[config.mk]
export PLATFORM = sky130hd
export DESIGN_NAME = mbps_cell
export DESIGN_NICKNAME = d
export VERILOG_FILES = /design/src/rtl/mbps_pkg.sv /design/src/rtl/mbps_cell.sv
export SDC_FILE = /design/constraint.sdc
export NUM_CORES = 1
export LEC_CHECK = 0
export BUFFER_PORTS_ARGS = -buffer_cell sky130_fd_sc_hd__buf_2
export CAP_MARGIN = 10
export CORE_MARGIN = 1.5
export CORE_UTILIZATION = 32
export DETAILED_ROUTE_END_ITERATION = 12
export GPL_ROUTABILITY_DRIVEN = 0
export GPL_TIMING_DRIVEN = 0
export PLACE_DENSITY = 0.67
export SLEW_MARGIN = 15
export SYNTH_ARGS = -nofsm -noshare
export SYNTH_HDL_FRONTEND = slang
export SYNTH_SLANG_ARGS = --single-unit
[constraint.sdc]
create_clock -name i_clk -period 2.4 [get_ports i_clk]
set_clock_uncertainty 0.2 [all_clocks]
set_input_delay 0.36 -clock i_clk [delete_from_list [all_inputs] [get_ports i_clk]]
set_output_delay 0.36 -clock i_clk [all_outputs]
set_load 0.1 [all_outputs]
[src/rtl/mbps_pkg.sv]
// Shared constants, codes and transfer types of the masked byte pattern scanner.
package mbps_pkg;

    localparam int MBPS_MAX_PATTERN = 256;
    localparam int BYTE_W           = 8;
    localparam int IDX_W            = 8;
    localparam int CFG_LEN_W        = 9;
    localparam int OFS_W            = 32;
    localparam int APB_ADDR_W       = 3;
    localparam int APB_DATA_W       = 32;

    localparam logic [OFS_W-1:0] OFS_MAX = '1;

    // Register index, taken from the word address bit of paddr
    localparam logic REG_PATTERN_LENGTH = 1'b0;

    // Input item kinds
    localparam logic ACT_PATTERN = 1'b0;
    localparam logic ACT_DATA    = 1'b1;

    typedef enum logic {
        ST_IDLE,
        ST_REPLAY
    } t_state;

    // Pattern entry write, broadcast to every cell
    typedef struct packed {
        logic              en;
        logic [IDX_W-1:0]  idx;
        logic [BYTE_W-1:0] data;
        logic              wild;
    } t_pat_wr;

    // Window step, broadcast to every cell
    typedef struct packed {
        logic              en;
        logic              clr;
        logic [BYTE_W-1:0] data;
    } t_step;

endpackage

[src/rtl/mbps_cell.sv]
// One chain cell: a pattern entry, one window byte and one partial-match bit.
module mbps_cell #(
    parameter int IDX = 0
) (
    input  logic                        i_clk,
    input  logic                        i_rst_n,
    input  mbps_pkg::t_pat_wr           i_pat,
    input  mbps_pkg::t_step             i_step,
    input  logic                        i_prev_hit,
    input  logic [mbps_pkg::BYTE_W-1:0] i_win_next,
    output logic                        o_hit,
    output logic                        o_hit_next,
    output logic [mbps_pkg::BYTE_W-1:0] o_win
);
    import mbps_pkg::*;

    logic [BYTE_W-1:0] r_pat_byte;
    logic              r_pat_wild;
    logic              r_hit;
    logic [BYTE_W-1:0] r_win;
    logic              w_sel;
    logic              n_hit;

    assign w_sel = i_pat.en && (int'(i_pat.idx) == IDX);

    always_ff @(posedge i_clk) begin
        if (w_sel) begin
            r_pat_byte <= i_pat.data;
            r_pat_wild <= i_pat.wild;
        end
    end

    // Entries 0..IDX match the newest IDX+1 bytes when the neighbor did one byte ago
    assign n_hit = i_prev_hit && (r_pat_wild || (r_pat_byte == i_step.data));

    always_ff @(posedge i_clk) begin
        if (!i_rst_n) begin
            r_hit <= 1'b0;
            r_win <= '0;
        end else if (i_step.clr) begin
            r_hit <= 1'b0;
        end else if (i_step.en) begin
            r_hit <= n_hit;
            r_win <= i_win_next;
        end
    end

    assign o_hit      = r_hit;
    assign o_hit_next = n_hit;
    assign o_win      = r_win;

endmodule

==> results.yml <==
status:
  outcome: "completed"
grt:
  gr-total-overflow: 0
  grt_pass1_vias: 590
  grt_pass1_wl_um: 2460
  grtUsageTotal_pct: 12.8
  grt_max_degree: 11
  antenna_found_initial: 0
route:
  initialDrtViolationCount: 3
  wl_per_cell_um: 10.8
  drt-total-wl_um: 1480
  vias_per_cell: 4.36
  vias: 597
  ant_nets: 0
  drc_errors: 0
  dr.pass1.iters: 3
worst_setup_path:
  cp_max_fo: 2
  crit_type: "flip-flop to output pin"
  cp-end-kind: "output pin"
  crit_path_start_kind: "flip-flop"
  cp_cell_sequence: "xnor2_1 -> nand4_1 -> nor2_1 -> o21a_1 -> buf_2"
  max_stage_delay_ns: 0.42
  required_ns: 1.84
  cp_slowest_cell: "buf_2"
  r2r_cells: 4
  arrival_ns: 1.64
clock_tree:
  clkLatencyLatePin_ns: 0.28
  cts_hold_buf: 0
  ctsResizeCount: 0
  h-tree-depth: 1
  clockBufferDepth: 2
  clk_pin_slew_worst_paths_ns: 0.10
  cts-root-buf: "clkbuf_4"
  cts_buffers: 3
  cts_tree: "yes"
  post_cts_buffers: 0
  clkSinkCount: 18
floorplanning:
  initial_core_util_pct: 34.0
  coreArea_sq_um: 2230
  die_y_um: 51.7
  die_w_um: 51.7
  ioPinCount: 49
  core.rowCount: 17
  dieArea_sq_um: 2670
placement:
  place_ws_ns: 0.225
  dp.cells: 133
  dp_hpwl_um: 1270
  port_buffers: 48
synthesis:
  synth.distinct_cells: 17
  syn_inst: 57
  syn_nets: 96
  yosysWarningCount: 0
  synth_top_area_share_pct: 35.6
  avgSynthCellArea_sq_um: 13.3
  synth_edf_count: 9
  yosys_most_used_dff: "edfxtp_1"
  yosysTopAreaCell: "edfxtp_1"
  synth_seq_cells: 18
  synth-seq-area-share_pct: 59.3
  synth_area_sq_um: 759
  yosys-top-cells-area: "edfxtp_1 (36%), dfxtp_1 (24%), mux2i_1 (11%)"
  async_flop_share_pct: 0
min_path:
  min-delay-path-class: "input port to flip-flop"
  min_delay_path_depth: 1
final_layout:
  final_core_util_pct: 47.5
  drive_gt1_share_pct: 49.5
  num_antenna_cells: 0
  stdcell_count: 137
  fin_nets: 149
  area_growth_syn_to_layout_pct: 39.7
pwr:
  switching_share_pct: 28.0
  power_leakage_nw: 0.465
  p_int_w: 0.000434
  switchingPower_w: 0.000169
  combPwrFrac_pct: 20.3
  seqPwrFrac_pct: 55.1
  clock_power_share_pct: 24.5
  ir_drop_v: 0.000431
  cellPowerDensity_nw_per_um2: 568
timing:
  rsz0062_at_grt: "false"
  fin_setup_tns_ns: 0
  slew-limit-headroom_pct: 33.0
  period_minus_slack_ns: 2.20
  period_share_pct: 91.6
  final_max_slew_viol_count: 0
  max_clock_freq_mhz: 455
  hold_viol_final: 0
  worstMarginPinSlew_ns: 0.997
  hold_ws_ns: 0.0467
  setup_ws_ns: 0.202
  finalSetupViolCount: 0
job:
  drv_cap: 0
-- placed cells by master (no fill, tap or decap), drive strengths merged, types with 2 or more instances in the layout --
cell type,Yosys,final
dfxtp,9,9
nand4,2,2
edfxtp,9,9
nor2,2,2
xnor2,8,8
buf,1,49
clkbuf,0,3
nor2b,9,9
mux2i,8,8
-- Yosys cell counts, drive strengths merged, types with 2 or more instances --
| cell type | count |
|---|---|
| dfxtp | 9 |
| edfxtp | 9 |
| nor2b | 9 |
| mux2i | 8 |
| xnor2 | 8 |
| nand4 | 2 |
| nor2 | 2 |
-- metrics by stage --
stage | cell area, sq um | total power, W
global route | 1060 | 0.000634
detailed placement | 1030 | 0.000463
floorplan | 759 | 0.000419
finish | 1060 | 0.000603
CTS | 1060 | 0.000609
global placement | 1030 | 0.000460
-- worst paths after layout --
path                                         startpoint                       to  slack [ns]
worst max-delay path            r_pat_byte[0]$_DFFE_PP_               o_hit_next        0.20
worst min-delay path                           i_pat[1]  r_pat_byte[0]$_DFFE_PP_        0.05
worst max register to register  r_pat_byte[0]$_DFFE_PP_       o_hit$_SDFFE_PP0P_        1.18
worst min register to register    o_win[5]$_SDFFE_PN0P_    o_win[5]$_SDFFE_PN0P_        0.32
-- critical path: cells and delay by family (launching register included) --
family / cells / cell delay [ns]
DFF: 1 / 0.40
buffers and inverters: 1 / 0.42
AOI/OAI and AO/OA: 1 / 0.13
and+or+nand+nor: 2 / 0.26
xor gates and xnor gates: 1 / 0.15
-- power groups by stage --
stage               clock, W  combinational [W]  sequential [W]
floorplan                  0          0.0000309        0.000388
detailed placement         0           0.000124        0.000340
global placement           0           0.000121        0.000339
finish              0.000148           0.000123        0.000332
CTS                 0.000153           0.000124        0.000333
global route        0.000169           0.000132        0.000333
-- cells by family (layout without fill, tap and decap cells) --
logic type             after synthesis  in the layout  synth area share (%)
XOR/XNOR                             8              8                  9.23
buffers and inverters                1             53                  1.48
AO/OA/AOI/OAI                        3              3                  3.30
AND/OR/NAND/NOR                     19             19                  16.1
flip-flops                          18             18                  59.3
multiplexers                         8              8                  10.5
-- per-layer routing --
metal	GRT usage [%]	routed length, um	vias up
met5	0	0	-
met1	14.0	539	275
met2	24.4	862	14
met3	0.862	46	2
met4	6.58	27	0
li1	-	-	306
-- cell type report --
cell class              count  area [sq um]
well taps                  28          35.0
multi-input cells          38           298
flip-flops and latches     18           450
plain buffers               1          11.3
clock inverters             1          3.75
fillers                   222          1170
repair buffers             48           240
clock buffers               3          22.5
-- sequential cells by signal, summed over array words and instances (netlist names) --
name	cells
r_pat_wild	1
r_pat_byte	8
o_hit	1
o_win	8
Note: power is estimated with default switching activity, not from simulation.
