**src/rtl/mbps_pkg.sv**
```systemverilog
// Shared constants, codes and transfer types of the masked byte pattern scanner.
package mbps_pkg;

    localparam int MBPS_MAX_PATTERN = 256;
    localparam int BYTE_W           = 8;
    localparam int IDX_W            = 8;
    localparam int CFG_LEN_W        = 9;
    localparam int OFS_W            = 32;
    localparam int APB_ADDR_W       = 3;
    localparam int APB_DATA_W       = 32;

    localparam logic [OFS_W-1:0] OFS_MAX = '1;

    // Register index, taken from the word address bit of paddr
    localparam logic REG_PATTERN_LENGTH = 1'b0;

    // Input item kinds
    localparam logic ACT_PATTERN = 1'b0;
    localparam logic ACT_DATA    = 1'b1;

    typedef enum logic {
        ST_IDLE,
        ST_REPLAY
    } t_state;

    // Pattern entry write, broadcast to every cell
    typedef struct packed {
        logic              en;
        logic [IDX_W-1:0]  idx;
        logic [BYTE_W-1:0] data;
        logic              wild;
    } t_pat_wr;

    // Window step, broadcast to every cell
    typedef struct packed {
        logic              en;
        logic              clr;
        logic [BYTE_W-1:0] data;
    } t_step;

endpackage

```
**src/rtl/mbps_apb.sv**
```systemverilog
// Configuration register file: pattern length with clamping to the chain size.
module mbps_apb #(
    parameter int MAX_PATTERN = mbps_pkg::MBPS_MAX_PATTERN,
    parameter int LEN_W       = $clog2(MAX_PATTERN + 1),
    parameter int LIDX_W      = $clog2(MAX_PATTERN)
) (
    input  logic                            i_clk,
    input  logic                            i_rst_n,
    input  logic                            psel,
    input  logic                            penable,
    input  logic                            pwrite,
    input  logic [mbps_pkg::APB_ADDR_W-1:0] paddr,
    input  logic [mbps_pkg::APB_DATA_W-1:0] pwdata,
    output logic [mbps_pkg::APB_DATA_W-1:0] prdata,
    output logic                            pready,
    output logic [LEN_W-1:0]                o_len,
    output logic [LIDX_W-1:0]               o_len_m1
);
    import mbps_pkg::*;

    localparam int CMP_W = (LEN_W > CFG_LEN_W) ? LEN_W : CFG_LEN_W;

    logic [CFG_LEN_W-1:0] r_len;
    logic [CMP_W-1:0]     w_len_raw;
    logic [CMP_W-1:0]     w_len_c;
    logic                 w_reg_sel;

    assign w_reg_sel = (paddr[2] == REG_PATTERN_LENGTH);
    assign pready    = 1'b1;

    always_ff @(posedge i_clk) begin
        if (!i_rst_n) begin
            r_len <= CFG_LEN_W'(1);
        end else if (psel && penable && pwrite && w_reg_sel) begin
            r_len <= pwdata[CFG_LEN_W-1:0];
        end
    end

    assign prdata = w_reg_sel ? APB_DATA_W'(r_len) : '0;

    // Zero acts as one, anything above the chain size as the chain size
    always_comb begin
        w_len_raw = CMP_W'(r_len);
        if (w_len_raw == '0) begin
            w_len_c = CMP_W'(1);
        end else if (w_len_raw > CMP_W'(MAX_PATTERN)) begin
            w_len_c = CMP_W'(MAX_PATTERN);
        end else begin
            w_len_c = w_len_raw;
        end
    end

    assign o_len    = LEN_W'(w_len_c);
    assign o_len_m1 = LIDX_W'(w_len_c - CMP_W'(1));

endmodule

```
**config.mk**
```make
export PLATFORM = sky130hd
export DESIGN_NAME = mbps_apb
export DESIGN_NICKNAME = d
export VERILOG_FILES = /design/src/rtl/mbps_pkg.sv /design/src/rtl/mbps_apb.sv
export SDC_FILE = /design/constraint.sdc
export NUM_CORES = 1
export LEC_CHECK = 0
export BUFFER_PORTS_ARGS = -buffer_cell sky130_fd_sc_hd__buf_2
export CORE_ASPECT_RATIO = 0.75
export CORE_UTILIZATION = 31
export CTS_CLUSTER_SIZE = 40
export DETAILED_ROUTE_END_ITERATION = 16
export GPL_ROUTABILITY_DRIVEN = 1
export PLACE_DENSITY = 0.77
export SLEW_MARGIN = 20
export SYNTH_ARGS = -nofsm -noshare
export SYNTH_HDL_FRONTEND = slang
export SYNTH_SLANG_ARGS = --single-unit
```
**constraint.sdc**
```tcl
create_clock -name i_clk -period 2 [get_ports i_clk]
set_clock_uncertainty 0.2 [all_clocks]
set_input_delay 0.1 -clock i_clk [delete_from_list [all_inputs] [get_ports i_clk]]
set_output_delay 0.1 -clock i_clk [all_outputs]
set_load 0.02 [all_outputs]
```
==> impl_metrics.csv, run 1 <==
group,metric,value,unit
cts,clkSinkCount,9,
routing,detailed_routing_wirelength_on_met1,1000,um
grt,global_route.usage.total,0.174,
cts,clkTransAtPathRegs,0.06,ns
grt,grt_overflow_total,0,
finish,mostFrequentLayoutCells,"sky130_fd_sc_hd__buf_2, sky130_fd_sc_hd__conb_1, sky130_fd_sc_hd__nand2_1",
timing,final.setup.worst_slack,-0.123,ns
finish,largest_reg_flops,9,
logic_synthesis,post_synthesis_instance_total,116,
cts,clock-root-buffer,"sky130_fd_sc_hd__clkbuf_4",
timing,maxClockFrequency,0.471,GHz
cts,htree_num_levels,1,
min_path,min_to,"prdata[0]",
routing,vias_per_cell,4.19,
setup_path,rrSetupSlack,0.29,ns
pwr,power.ir.vdd_worst,0.000239,V
placement,place_inst,192,
min_path,hold_depth,3,
finish,reg.largest.list,"r_len x9",
placement,dpl.hpwl,1560,um
run,count_of_max_cap_constraint_violations,0,
routing,drt_iter0_markers,46,
logic_synthesis,proportion_of_netlist_area_held_by_the_largest_area_contributor,0.219,
floorplan,fp.coreArea,2400,um2
routing,drt_drc_violations_left,0,
pwr,internal,0.000336,W
finish,drive_gt1_frac,0.394,
logic_synthesis,share_of_async_settable_or_async_resettable_flops_after_synthesis,0,
routing,detailroute.wirelength.met3,112,um
cts,clock_tree_from_tritoncts,"built",
timing,unrepaired_setup_endpoints_after_global_routing,"true",
floorplan,initial_core_util,0.343,
placement,place_area,1050,um2
timing,setup_viol,5,
routing,drt_pass1_iterations,4,
finish,finish.cell_count_without_fillers,222,
routing,detail_route.wirelength,2350,um
setup_path,critical_path_peak_fanout,3,
pwr,power.share.combinational,0.348,
grt,grt_first_pass_wirelength,3560,um
setup_path,critical_register_to_register_path_startpoint,"r_len[2]",
setup_path,cp_data_arrival_time,1.82,ns
setup_path,critical_path.startpoint_type,"flop",
grt,antenna_found_initial,0,
logic_synthesis,synth.top_cells.by_area,"sky130_fd_sc_hd__dfxtp_1, sky130_fd_sc_hd__buf_4, sky130_fd_sc_hd__nor2b_1",
floorplan,pin_count,90,
min_path,worst_hold_startpoint,"paddr[2]",
routing,via_count,931,
cts,clk_latency,0.27,ns
routing,wl_met2,1210,um
timing,final-max-slew-violation-count,0,
finish,final_nets,230,
logic_synthesis,edff_count_synth,0,
placement,port_buffer_count,40,
finish,number_of_diodes_added_for_antenna_fixing,0,
logic_synthesis,synth_area,825,um2
finish,postLayoutCellArea,1370,um2
routing,highest_layer,"met4",
pwr,p_switching,0.000175,W
logic_synthesis,synth_top_area_cell,"sky130_fd_sc_hd__dfxtp_1",
cts,max-clock-path-buffers,2,
timing,timing.final.crit_share,1.06,
floorplan,horizontal_die_dimension,61.6,um
pwr,clock_power_share,0.282,
setup_path,worst_r2r_path_depth,6,
setup_path,cp_data_required_time,1.70,ns
finish,largest_register,"r_len",
logic_synthesis,ys_seq_area_frac,0.219,
min_path,worstHoldPathType,"in2out",
logic_synthesis,synth.avg_cell_area,7.11,um2
floorplan,die_area,2870,um2
timing,period_needed,2.12,ns
setup_path,worstSetupPathType,"reg2out",
routing,routed_wire_length_per_instance,10.6,um
floorplan,chipHeight,46.7,um
setup_path,r2r-end,"r_len[2]",
timing,hold_violations,0,
logic_synthesis,yosys.cell_types.count,28,
routing,route.antenna.remaining_nets,0,
logic_synthesis,synth-warning-count,0,
floorplan,num_rows,15,
setup_path,type_of_element_capturing_the_critical_path,"output pin",
status,outcome,"finished, violations left",
pwr,power_leakage,0.722,nW
status,failed_checks,"negative setup slack",
pwr,power_density,373,nW/um2
pwr,seqPwrFrac,0.369,
logic_synthesis,most_used_flip_flop_cell_after_synthesis,"sky130_fd_sc_hd__dfxtp_1",
finish,syn_to_final_growth,66.2,%
finish,commonest_non_fill_non_tap_cell_in_the_layout,"sky130_fd_sc_hd__buf_2",
cts,tritoncts.num_buffers,3,
grt,grt_start_max_net_pins,13,
placement,gp_congestion,0.791,
grt,via_count_of_the_first_global_routing_pass,791,
logic_synthesis,yosys_register_bits,9,
pwr,swShare,0.343,
## per-layer routing
metal / GRT usage / up-vias
met2: 0.327 / 38
met1: 0.209 / 417
met5: 0 / -
met4: 0.0400 / 0
met3: 0.0253 / 3
li1: - / 473
## cell usage after synthesis, drive strengths merged (2+ instances only)
cell / n
buf: 25
nand2: 20
nor2b: 15
dfxtp: 9
a21boi: 8
nor3: 6
clkbuf: 5
inv: 3
nor2: 3
a21oi: 2
conb: 2
nand2b: 2
nor4: 2
o31ai: 2
or3: 2
## worst max-delay path: stages (launching register included)
cell                      delay, ns
sky130_fd_sc_hd__dfxtp_2       0.34
sky130_fd_sc_hd__buf_6         0.12
sky130_fd_sc_hd__or3_4         0.32
sky130_fd_sc_hd__or3_1         0.31
sky130_fd_sc_hd__a221o_1       0.34
sky130_fd_sc_hd__buf_6         0.14
## timing repair
item | 4_1_cts | 5_1_grt
pin swaps | 6 | 3
gates resized for setup | 12 | 4
hold buffers | 18 | 0
buffers inserted | 6 | 2
setup endpoints to repair | 6 | 6
endpoints found under the hold margin | 9 | 0
## cell type report
cell class | count | area (um2)
Tap cell | 34 | 42.5
Inverter | 3 | 11.3
Sequential cell | 9 | 184
Fill cell | 240 | 1030
Clock buffer | 4 | 26.3
Timing Repair Buffer | 76 | 543
Multi-Input combinational cell | 96 | 563
## power by group through the flow
| stage | Combinational (W) | Sequential, W | Clock (W) |
|---|---|---|---|
| CTS | 0.000170 | 0.000189 | 0.000147 |
| detailed placement | 0.000139 | 0.000192 | 0 |
| global placement | 0.000138 | 0.000192 | 0 |
| floorplan | 0.000133 | 0.000192 | 0 |
| finish | 0.000178 | 0.000189 | 0.000144 |
| global route | 0.000196 | 0.000189 | 0.000156 |
## how the worst max path moves through the flow
stage,start,endpoint,slack [ns]
2_1_floorplan,r_len[2],o_len_m1[6],0.002
3_3_place_gp,r_len[2],o_len_m1[6],0.07
3_5_place_dp,r_len[2],o_len_m1[6],0.04
4_1_cts,r_len[3],o_len_m1[6],-0.15
5_1_grt,r_len[2],o_len_m1[6],-0.24
6_report,r_len[2],o_len_m1[5],-0.12
## stage by stage
stage	TNS, ns	utilization	total power [W]	hold WS, ns	setup WS (ns)
finish	-0.478	0.570	0.000512	0.393	-0.123
detailed placement	0	0.436	0.000331	0.120	0.0359
floorplan	0	-	0.000325	-0.0282	0.00163
CTS	-0.493	0.560	0.000506	0.394	-0.146
global route	-1.05	0.570	0.000541	0.422	-0.242
global placement	0	0.436	0.000330	0.114	0.0654
## logic make-up (layout without fill, tap and decap cells)
family          after synthesis  in the layout  share of synthesized area
compound gates               15             15                      0.132
xor+xnor                      1              1                     0.0106
fa+ha+maj                     1              1                     0.0152
buf+inv                      33             83                      0.259
flops                         9              9                      0.219
other cells                   2             24                    0.00911
simple gates                 55             55                      0.355
Note: power is estimated with default switching activity, not from simulation.
==> inputs of run 2 (changes only) <==
--- a/config.mk
+++ b/config.mk
@@ -6,13 +6,12 @@
 export NUM_CORES = 1
 export LEC_CHECK = 0
 export BUFFER_PORTS_ARGS = -buffer_cell sky130_fd_sc_hd__buf_2
-export CORE_ASPECT_RATIO = 0.75
+export CORE_ASPECT_RATIO = 1.1
 export CORE_UTILIZATION = 31
 export CTS_CLUSTER_SIZE = 40
 export DETAILED_ROUTE_END_ITERATION = 16
 export GPL_ROUTABILITY_DRIVEN = 1
 export PLACE_DENSITY = 0.77
-export SLEW_MARGIN = 20
 export SYNTH_ARGS = -nofsm -noshare
 export SYNTH_HDL_FRONTEND = slang
 export SYNTH_SLANG_ARGS = --single-unit
==> run 2 against run 1 <==
The run still ends with negative setup slack left. Clock power is essentially flat. Clock-buffer cell count is the same. Sequential power is essentially flat. Critical endpoint is now o_len_m1[6]. Sequential cell count is the same. Combinational power is essentially flat. Worst hold slack gained 0.014 ns. Power shrank 1.3%. Critical path depth grew 3. Largest power group unchanged. Register-to-register slack gained 0.09 ns. Sequential share of layout area grew 0.23 points.
==> impl_metrics.csv, run 2 (synthesis gave the netlist of run 1 again) <==
group,metric,value,unit
setup_path,cp_data_required_time,1.70,ns
status,outcome,"finished, violations left",
floorplan,die_area,2870,um2
routing,via_count,946,
min_path,worst_hold_startpoint,"paddr[2]",
pwr,p_switching,0.000173,W
cts,clk_latency,0.27,ns
timing,period_needed,2.19,ns
timing,timing.final.crit_share,1.09,
cts,clock-root-buffer,"sky130_fd_sc_hd__clkbuf_4",
grt,global_route.usage.total,0.175,
pwr,power.share.combinational,0.346,
setup_path,critical_register_to_register_path_startpoint,"r_len[1]",
floorplan,chipHeight,56.1,um
timing,maxClockFrequency,0.457,GHz
setup_path,worstSetupPathType,"reg2out",
routing,vias_per_cell,4.40,
min_path,worstHoldPathType,"in2out",
routing,drt_iter0_markers,11,
min_path,hold_depth,3,
pwr,clock_power_share,0.283,
setup_path,critical_path.most_common_cell,"sky130_fd_sc_hd__nor3_2",
routing,routed_wire_length_per_instance,10.4,um
cts,tritoncts.num_buffers,3,
pwr,seqPwrFrac,0.371,
grt,grt_first_pass_wirelength,3710,um
finish,syn_to_final_growth,65.6,%
finish,final_nets,226,
placement,post-place-ws,0.0456,ns
setup_path,rrSetupSlack,0.38,ns
setup_path,critical_path.startpoint_type,"flop",
timing,setup_viol,5,
finish,largest_register,"r_len",
placement,dpl.hpwl,1460,um
timing,hold_violations,0,
timing,worst_hold_slack,0.407,ns
setup_path,chain_of_cells_forming_the_critical_path,"nor4_4 > a21oi_2 > or2_4 > ha_4 > nand2_2 > nor3_2 > nor3_2 > buf_4",
routing,drt_drc_violations_left,0,
cts,clkTransAtPathRegs,0.06,ns
routing,drt_pass1_iterations,4,
setup_path,cp_data_arrival_time,1.89,ns
floorplan,pin_count,90,
min_path,min_to,"prdata[2]",
cts,clock_tree_from_tritoncts,"built",
finish,reg.largest.list,"r_len x9",
timing,totalNegativeSetupSlack,-0.592,ns
timing,final-max-slew-violation-count,0,
grt,grt_start_max_net_pins,15,
finish,largest_reg_flops,9,
finish,commonest_non_fill_non_tap_cell_in_the_layout,"sky130_fd_sc_hd__buf_2",
floorplan,fp.coreArea,2520,um2
setup_path,type_of_element_capturing_the_critical_path,"output pin",
setup_path,crit_slowest_cell,"sky130_fd_sc_hd__dfxtp_4",
finish,drive_gt1_frac,0.402,
cts,htree_num_levels,1,
grt,grt_overflow_total,0,
pwr,power_density,370,nW/um2
timing,final.setup.worst_slack,-0.187,ns
setup_path,worst_r2r_path_depth,4,
pwr,power.ir.vdd_worst,0.000168,V
setup_path,worst_path_largest_cell_delay,0.35,ns
placement,gp_congestion,0.735,
pwr,internal,0.000332,W
placement,port_buffer_count,40,
cts,clkSinkCount,9,
grt,via_count_of_the_first_global_routing_pass,841,
routing,route.antenna.remaining_nets,0,
setup_path,critical_path_peak_fanout,4,
pwr,power_leakage,0.718,nW
status,failed_checks,"negative setup slack",
floorplan,initial_core_util,0.327,
cts,max-clock-path-buffers,2,
grt,antenna_found_initial,0,
run,count_of_max_cap_constraint_violations,0,
finish,number_of_diodes_added_for_antenna_fixing,0,
floorplan,num_rows,19,
timing,unrepaired_setup_endpoints_after_global_routing,"true",
floorplan,horizontal_die_dimension,51.2,um
pwr,swShare,0.343,
routing,detail_route.wirelength,2230,um
pwr,totalPowerFinal,0.000505,W
setup_path,r2r-end,"r_len[1]",
finish,mostFrequentLayoutCells,"sky130_fd_sc_hd__buf_2, sky130_fd_sc_hd__conb_1, sky130_fd_sc_hd__nand2_1",
==> run 2: cell types whose count changed in the layout (fill, tap and decap cells not counted), sizes merged <==
cell  change
buf       -4
==> run 2: power by group through the flow <==
stage	combinational, W	clock [W]	sequential [W]
global placement	0.000138	0	0.000192
finish	0.000175	0.000143	0.000187
CTS	0.000172	0.000147	0.000187
detailed placement	0.000139	0	0.000192
global route	0.000189	0.000156	0.000188
floorplan	0.000133	0	0.000192
==> run 2: how the worst max path moves through the flow <==
stage	cells past startpoint	endpoint	slack [ns]	start
floorplan	7	o_len_m1[6]	0.002	r_len[2]
global placement	8	o_len_m1[6]	0.05	r_len[2]
detailed placement	8	o_len_m1[6]	0.05	r_len[2]
CTS	8	o_len_m1[6]	-0.16	r_len[3]
global route	8	o_len_m1[6]	-0.28	r_len[3]
finish	8	o_len_m1[6]	-0.19	r_len[3]
==> run 2: per-stage QoR <==
stage | instance area (um2) | util | std cells
floorplan | 935 | - | 138
global placement | 1040 | 0.412 | 188
detailed placement | 1040 | 0.412 | 188
CTS | 1360 | 0.540 | 217
global route | 1370 | 0.542 | 215
finish | 1370 | 0.542 | 215
==> run 2: metal layers <==
| layer | vias to the layer above | share of wire | GRT usage |
|---|---|---|---|
| li1 | 471 | - | - |
| met1 | 423 | 0.38 | 0.186 |
| met2 | 45 | 0.52 | 0.303 |
| met3 | 7 | 0.061 | 0.0273 |
| met4 | 0 | 0.035 | 0.127 |
| met5 | - | 0 | 0 |
==> run 2: repair_timing <==
action | in CTS | in global routing
resized for setup | 19 | 5
endpoints found under the hold margin | 9 | 0
setup endpoints to repair | 6 | 7
pin swaps | 7 | 1
buffers inserted | 7 | 1
hold buffers | 18 | 0
==> run 2: critical path: cells and delay by family, from the launching register on <==
family / cells / cell delay, ns
AND/OR/NAND/NOR: 5 / 0.83
flip-flops: 1 / 0.35
adder cells (fa/ha/maj): 1 / 0.17
buffers and inverters: 1 / 0.16
AO/OA/AOI/OAI: 1 / 0.10
==> run 2: layout make-up <==
type,count,area (um2)
fillers,251,1150
multi-input cells,96,583
repair buffers,72,519
flip-flops and latches,9,186
well taps,31,38.8
clock buffers,4,26.3
inverters,3,11.3
==> inputs of run 3 (changes only) <==
--- a/config.mk
+++ b/config.mk
@@ -7,11 +7,11 @@
 export LEC_CHECK = 0
 export BUFFER_PORTS_ARGS = -buffer_cell sky130_fd_sc_hd__buf_2
 export CORE_ASPECT_RATIO = 1.1
-export CORE_UTILIZATION = 31
+export CORE_UTILIZATION = 34
 export CTS_CLUSTER_SIZE = 40
 export DETAILED_ROUTE_END_ITERATION = 16
 export GPL_ROUTABILITY_DRIVEN = 1
-export PLACE_DENSITY = 0.77
+export PLACE_DENSITY = 0.8
 export SYNTH_ARGS = -nofsm -noshare
 export SYNTH_HDL_FRONTEND = slang
 export SYNTH_SLANG_ARGS = --single-unit
==> constraint.sdc (replaced) <==
create_clock -name i_clk -period 2.4 [get_ports i_clk]
set_clock_uncertainty 0.2 [all_clocks]
set_input_delay 0.12 -clock i_clk [delete_from_list [all_inputs] [get_ports i_clk]]
set_output_delay 0.12 -clock i_clk [all_outputs]
set_load 0.01 [all_outputs]
==> run 3 against run 2 <==
The flow now finishes without violations. Wire length fell by 12%. Clock-buffer cell count did not move. Largest cell class unchanged. Die area fell by 8.5%. Largest power group unchanged. Global-route usage fell by 1.7 points. Worst hold slack improved by 0.0090 ns. Power fell by 25%. Non-clock buffer count fell by 9. Via count fell by 5.8%. Sequential power fell by 16%.
==> impl_metrics.csv, run 3 (synthesis gave the netlist of run 1 again) <==
group,metric,value,unit
floorplan,horizontal_die_dimension,49.0,um
grt,antenna_found_initial,0,
pwr,power.ir.vdd_worst,0.000267,V
finish,largest_reg_flops,9,
placement,dpl.hpwl,1370,um
routing,drt_iter0_markers,13,
routing,drt_drc_violations_left,0,
pwr,power_leakage,0.652,nW
grt,via_count_of_the_first_global_routing_pass,810,
finish,utilization,0.529,
floorplan,fp.coreArea,2270,um2
finish,fillerInstances,222,
routing,detail_route.wirelength,1960,um
setup_path,crit_slowest_cell,"sky130_fd_sc_hd__dfxtp_1",
grt,grt_overflow_total,0,
cts,max-clock-path-buffers,2,
setup_path,chain_of_cells_forming_the_critical_path,"nor4_4 > a21oi_1 > or2_1 > ha_2 > nand2_1 > nor3_1 > nor3_1 > buf_2",
cts,clock_tree_from_tritoncts,"built",
finish,multiInputGateArea,531,um2
status,outcome,"finished clean",
floorplan,num_rows,18,
finish,sequential_cell_area,180,um2
cts,clock-root-buffer,"sky130_fd_sc_hd__clkbuf_4",
cts,clk_latency,0.26,ns
timing,maxClockFrequency,0.450,GHz
placement,gp_congestion,0.705,
finish,final_nets,217,
finish,reg.largest.list,"r_len x9",
timing,totalNegativeSetupSlack,0,ns
setup_path,critical_path.most_common_cell,"sky130_fd_sc_hd__nor3_1",
timing,final-max-slew-violation-count,0,
setup_path,critical_register_to_register_path_startpoint,"r_len[8]",
routing,via_count,891,
pwr,power_density,314,nW/um2
finish,finish.cell_count_without_fillers,205,
setup_path,worst_r2r_path_depth,4,
finish,mostFrequentLayoutCells,"sky130_fd_sc_hd__buf_2, sky130_fd_sc_hd__conb_1, sky130_fd_sc_hd__nand2_1",
finish,largest_register,"r_len",
setup_path,rrSetupSlack,0.75,ns
min_path,worstHoldPathType,"in2out",
grt,grt_first_pass_wirelength,3250,um
placement,post-place-ws,0.298,ns
floorplan,initial_core_util,0.362,
setup_path,critical_path_peak_fanout,4,
cts,tritoncts.num_buffers,3,
grt,grt_start_max_net_pins,14,
setup_path,worst_path_largest_cell_delay,0.34,ns
finish,number_of_diodes_added_for_antenna_fixing,0,
min_path,worst_hold_startpoint,"paddr[2]",
placement,place_inst,183,
min_path,hold_depth,3,
routing,routed_wire_length_per_instance,9.54,um
setup_path,cp_data_arrival_time,1.90,ns
finish,drive_gt1_frac,0.297,
timing,worst_hold_slack,0.416,ns
setup_path,worstSetupPathType,"reg2out",
finish,syn_to_final_growth,46.0,%
routing,drt_pass1_iterations,4,
timing,final.setup.worst_slack,0.178,ns
floorplan,die_area,2630,um2
floorplan,chipHeight,53.7,um
timing,period_needed,2.22,ns
setup_path,startpoint,"r_len[4]",
timing,unrepaired_setup_endpoints_after_global_routing,"false",
placement,port_buffer_count,40,
setup_path,critical_path.startpoint_type,"flop",
cts,clkSinkCount,9,
finish,commonest_non_fill_non_tap_cell_in_the_layout,"sky130_fd_sc_hd__buf_2",
cts,clkTransAtPathRegs,0.07,ns
setup_path,cp_data_required_time,2.08,ns
cts,htree_num_levels,1,
timing,setup_viol,0,
run,count_of_max_cap_constraint_violations,0,
timing,timing.final.crit_share,0.926,
timing,hold_violations,0,
routing,vias_per_cell,4.35,
setup_path,type_of_element_capturing_the_critical_path,"output pin",
grt,global_route.usage.total,0.158,
floorplan,pin_count,90,
routing,route.antenna.remaining_nets,0,
[run 3: path summary, 6_finish.rpt]
check	to
setup / recovery	o_len_m1[6]
hold reg to reg	r_len[0]
hold / removal	prdata[0]
setup reg to reg	r_len[8]
[run 3: layout make-up]
type                       count  share of cell area
tap                           30              0.0312
clock buffer                   4              0.0218
sequential                     9               0.150
inverter                       3             0.00936
multi-input combinational     96               0.441
timing repair buffer          63               0.347
[run 3: worst max-delay path: cells and delay by family (launching register included)]
family	cells	cell delay [ns]
AND/OR/NAND/NOR	5	0.82
AO/OA/AOI/OAI	1	0.11
buffers and inverters	1	0.16
adder cells (fa/ha/maj)	1	0.22
flip-flops	1	0.34
[run 3: power breakdown]
| part | switching [W] | total, W | internal (W) | leakage [nW] |
|---|---|---|---|---|
| Clock | 0.0000550 | 0.000119 | 0.0000641 | 0.0150 |
| Combinational | 0.0000525 | 0.000101 | 0.0000486 | 0.564 |
| Sequential | 0.00000543 | 0.000158 | 0.000153 | 0.0729 |
[run 3: routing by layer]
metal | global-route usage | up-vias | wire length [um]
li1 | - | 452 | -
met1 | 0.177 | 392 | 821
met2 | 0.306 | 45 | 1010
met3 | 0.0141 | 2 | 120
met4 | 0.0735 | 0 | 4
met5 | 0 | - | 0
[run 3: what timing repair did]
action | in CTS | in global routing
resized for setup | 1 | 2
setup buffers | 0 | 0
hold buffers | 18 | 0
pin swaps | 0 | 1
endpoints found under the setup margin | 1 | 2
endpoints found under the hold margin | 9 | 0
[run 3: stage by stage]
stage	power, W	cell area, um2
2_1_floorplan	0.000241	907
3_3_place_gp	0.000244	980
3_5_place_dp	0.000244	980
4_1_cts	0.000380	1190
5_1_grt	0.000401	1200
6_report	0.000378	1200
